$ cat config.mk
export PLATFORM = sky130hd
export DESIGN_NAME = dsmp_mac
export DESIGN_NICKNAME = d
export VERILOG_FILES = /design/src/rtl/dsmp_pkg.sv /design/src/rtl/dsmp_mac.sv
export SDC_FILE = /design/constraint.sdc
export NUM_CORES = 2
export LEC_CHECK = 0
export ABC_AREA = 1
export BUFFER_PORTS_ARGS = -buffer_cell sky130_fd_sc_hd__buf_2
export CORE_MARGIN = 2
export CORE_UTILIZATION = 65
export CTS_CLUSTER_DIAMETER = 40
export CTS_CLUSTER_SIZE = 16
export DETAILED_ROUTE_END_ITERATION = 10
export PLACE_DENSITY = 0.83
export SYNTH_ARGS = -nofsm -noshare
export SYNTH_HDL_FRONTEND = slang
export SYNTH_SLANG_ARGS = --single-unit
$ cat constraint.sdc
create_clock -name clock -period 9.2 [get_ports clock]
set_clock_uncertainty 0.15 [all_clocks]
set_input_delay 0.92 -clock clock [delete_from_list [all_inputs] [get_ports clock]]
set_output_delay 0.92 -clock clock [all_outputs]
set_load 0.02 [all_outputs]
$ cat src/rtl/dsmp_pkg.sv
// shared types and constants of the diagonal-scaled matrix projection block
package dsmp_pkg;

   localparam int DIM_W   = 6;
   localparam int IDX_W   = 5;
   localparam int VAL_W   = 16;
   localparam int RES_W   = 32;
   localparam int PROD1_W = 2 * VAL_W;
   localparam int PROD2_W = PROD1_W + VAL_W;
   localparam int ACC_W   = PROD2_W + DIM_W;
   localparam int SHIFT   = 24;
   localparam int DIM_CAP = 32;

   localparam logic [1:0] CMD_LOAD_Z = 2'd0;
   localparam logic [1:0] CMD_LOAD_D = 2'd1;
   localparam logic [1:0] CMD_COLUMN = 2'd2;

   localparam logic CSR_ROWS_USED  = 1'b0;
   localparam logic CSR_INNER_USED = 1'b1;

   typedef struct packed {
      logic valid;
      logic clear;
   } mac_ctl_type;

endpackage

$ cat src/rtl/dsmp_mac.sv
// pipelined triple-product multiply-accumulate unit with floor shift
module dsmp_mac (
   input  logic                                 clock,
   input  logic                                 reset,
   input  dsmp_pkg::mac_ctl_type                ctl,
   input  logic signed [dsmp_pkg::VAL_W-1:0]    z_val,
   input  logic signed [dsmp_pkg::VAL_W-1:0]    d_val,
   input  logic signed [dsmp_pkg::VAL_W-1:0]    b_val,
   output logic                                 busy,
   output logic signed [dsmp_pkg::RES_W-1:0]    result
);
   import dsmp_pkg::*;

   localparam int SH_W = ACC_W - SHIFT;

   logic                      v1_ff, v1_in;
   logic                      v2_ff, v2_in;
   logic signed [PROD1_W-1:0] p1_ff, p1_in;
   logic signed [VAL_W-1:0]   b1_ff, b1_in;
   logic signed [PROD2_W-1:0] p2_ff, p2_in;
   logic signed [ACC_W-1:0]   acc_ff, acc_in;
   logic signed [SH_W-1:0]    shifted;

   always_comb begin
      v1_in = ctl.valid;
      v2_in = v1_ff;
      p1_in = z_val * d_val;
      b1_in = b_val;
      p2_in = p1_ff * b1_ff;
      acc_in = acc_ff;
      if (ctl.clear) begin
         acc_in = '0;
      end else if (v2_ff) begin
         acc_in = acc_ff + ACC_W'(p2_ff);
      end
   end

   always_ff @(posedge clock) begin
      if (reset) begin
         v1_ff <= 1'b0;
         v2_ff <= 1'b0;
      end else begin
         v1_ff <= v1_in;
         v2_ff <= v2_in;
      end
   end

   always_ff @(posedge clock) begin
      p1_ff  <= p1_in;
      b1_ff  <= b1_in;
      p2_ff  <= p2_in;
      acc_ff <= acc_in;
   end

   // floor shift; the shifted sum of 32 terms always fits in 32 bits
   assign shifted = SH_W'(acc_ff >>> SHIFT);
   assign result  = RES_W'(shifted);
   assign busy    = v1_ff | v2_ff;

endmodule
==> impl_summary.log <==
INFO  metric run_status = finished, final reports clean
INFO  metric timing.critical_path.arrival = 7050 ps
INFO  metric timing.max_cap.violations = 0
INFO  metric finalWeightedCongestion = 1.016
INFO  metric critPathLaunchType = flop
INFO  metric floorplan.io_pins = 85
INFO  metric post_route_cells_drive_above_1_share = 0.03861
INFO  metric global_route.overflow_total = 0
INFO  metric synth_common_cells = inv_1 (1,418), nand2_1 (1,238), fa_1 (749), nor2_1 (372), ha_1 (249)
INFO  metric routed_via_density = 5.460
INFO  metric clk_latency = 470 ps
INFO  metric tightest_slew = 1099 ps
INFO  metric cts_hold_repair.buffers = 0
INFO  metric worst_setup_path_startpoint = b1_ff[14]
INFO  metric grt_start_max_net_pins = 86
INFO  metric dp.final_hpwl = 82,010 um
INFO  metric post_synthesis_register_bit_count = 152
INFO  metric rsz_0062_raised_after_global_routing = false
INFO  metric route.met2.wl = 44,890 um
INFO  metric top_layer = met4
INFO  metric critical_path_peak_fanout = 20
INFO  metric synth_top_cells_by_area = fa_1 (40%), inv_1 (14%), nand2_1 (12%), ha_1 (8.3%), dfxtp_1 (8.1%)
INFO  metric cp-endpoint = p2_ff[40]
INFO  metric areaGrowthSynthToFinish = 3.109%
INFO  metric post_cts_buffers = 0
INFO  metric synth_most_common_cell = inv_1
INFO  metric die_x = 244.2 um
INFO  metric layout_worst_path_cycle_share = 0.7455
INFO  metric synth.yosys.warnings = 0
INFO  metric synth_edf_count = 0
INFO  metric post_synth_inst_count = 5,052
INFO  metric synth_fp_nets = 6,102
INFO  metric wirelength = 99,990 um
INFO  metric track_usage = 0.3558
INFO  metric cts_num_sinks = 152
INFO  metric detail_route.wl_per_cell = 17.42 um
INFO  metric detail_route.iter0.violations = 3,012
INFO  metric die_area = 59,650 um^2
INFO  metric cts_max_path_buffers = 2
INFO  metric finalMaxSlewViolations = 0
INFO  metric h_tree_depth = 4
INFO  metric vias_in_the_first_global_route = 32,810
INFO  metric postSynth.topFlopCell = dfxtp_1
INFO  metric synth_largest_area_cell = fa_1
INFO  metric wl_met3 = 10,390 um
INFO  metric clkTransAtPathRegs = 70 ps
INFO  metric average_cell_area_after_synthesis = 7.425 um^2
INFO  metric cp-end-kind = flop
INFO  metric initial_core_util = 0.6539
INFO  metric hold_viol = 0
INFO  metric port-buffer-count = 84
INFO  metric clk_root_buffer_cell = clkbuf_16
INFO  metric clock_tree_from_tritoncts = yes
INFO  metric crit_required = 9390 ps
INFO  metric fillerInstances = 4,796
INFO  metric fin_nets = 6,010
INFO  metric detail-route-antenna-nets = 0
INFO  metric timing.final.setup_violations = 0
INFO  metric yosysUniqueCellTypes = 45
INFO  metric grt_first_pass_wirelength = 167,200 um
INFO  metric drt_pre_antenna_iters = 6
INFO  metric hold_path.class = reg -> reg
INFO  metric fraction_of_synthesized_cell_area_taken_by_the_top_area_cell_type = 0.3997
INFO  metric grt_antenna_before_repair = 1
INFO  metric worst_r2r_path_depth = 21
INFO  metric ys_seq_area_frac = 0.08112
INFO  metric timing.max_slew.rel_slack = 0.2676
INFO  metric met1Wirelength = 41,490 um
INFO  metric die_y = 244.2 um
INFO  metric cts-resized-gates = 0
INFO  metric via_count = 31,330
INFO  metric core.rowCount = 88
INFO  metric core-area = 57,370 um^2
INFO  metric timing.rr.start = b1_ff[14]
INFO  metric post-route-drc-count = 0
INFO  metric regToRegSetupSlack = 2340 ps
INFO  metric critPathKind = reg -> reg
INFO  metric numCtsBuffers = 17
INFO  metric netlist_area = 37,510 um^2
INFO  metric worstReg2RegEnd = p2_ff[40]
INFO  metric async_reset_ff_frac = 0
INFO  metric fin_crit = 6859 ps
INFO  metric fmax = 0.1458 GHz
INFO  metric fin_tns_setup = 0 ps
cells in the final DEF (no fill, tap or decap), types with 84 or more instances in the layout:
cell type     n
a21oi_1     145
buf_2        84
dfxtp_1     147
fa_1        749
ha_1        249
inv_1      1418
nand2_1    1238
nand3_1     103
nor2_1      372
o21ai_0     113
metal layers:
metal,up-vias,GRT usage
li1,14260,-
met5,-,0
met3,275,0.06804
met2,1582,0.5639
met1,15220,0.4988
met4,0,0.1092
stage by stage:
stage               area [um^2]  std cells    util  setup slack [ps]  hold WS [ps]
floorplan                 37510       5052       -              2835         259.8
global placement          38100       5706  0.6641              2321         270.6
detailed placement        38100       5706  0.6641              2320         285.5
CTS                       38670       5738  0.6742              2611         297.0
global route              38680       5739  0.6742              2136         307.5
finish                    38680       5739  0.6742              2341         285.8
state kept, by name, summed over array words and instances, names as in the netlist:
signal  cells
acc_ff     54
v2_ff       1
v1_ff       1
b1_ff      16
p2_ff      48
p1_ff      32
layout make-up:
cell class,instances,area [um^2],area share
clock inverters,15,152.6,0.003947
clock buffers,17,425.4,0.01100
well taps,765,957.2,0.02475
flip-flops and latches,152,3049,0.07884
multi-input cells,3272,28230,0.7300
inverters,1418,5323,0.1376
diodes,1,2.502,0.00006470
repair buffers,99,533.0,0.01378
cell families after synthesis:
kind of cell	count (synthesis)	synth area share
DFF	152	0.08112
and+or+nand+nor	1817	0.1927
xor gates and xnor gates	105	0.02452
buffers and inverters	1628	0.1662
AOI/OAI and AO/OA	352	0.05270
adders and majority gates	998	0.4828
worst min-delay path by stage:
stage          startpoint    end  slack (ps)  cells past startpoint
6_report            v1_ff  v2_ff         290                      2
5_1_grt             v1_ff  v2_ff         310                      2
4_1_cts             v1_ff  v2_ff         300                      2
3_5_place_dp        v1_ff  v2_ff         290                      2
3_3_place_gp        v1_ff  v2_ff         270                      2
2_1_floorplan       v1_ff  v2_ff         260                      2
worst max-delay path, stage by stage, from the launching register on:
cell and delay, ps:
dfxtp_1 930, buf_4 380, nand2_1 110, fa_1 500, fa_1 490, inv_1 50, fa_1 490, fa_1 420
fa_1 490, inv_1 50, fa_1 470, inv_1 40, ha_1 380, nand2_1 200, nor2_1 390, nand2_1 130
o21ai_2 320, nand3_1 240, a21boi_1 280, nor2_1 70, nand2_1 60, nand2_1 70
Power is left out: the tool's default activity adds up to more than one toggle a clock period on the data nets, which glitch-free logic cannot reach.
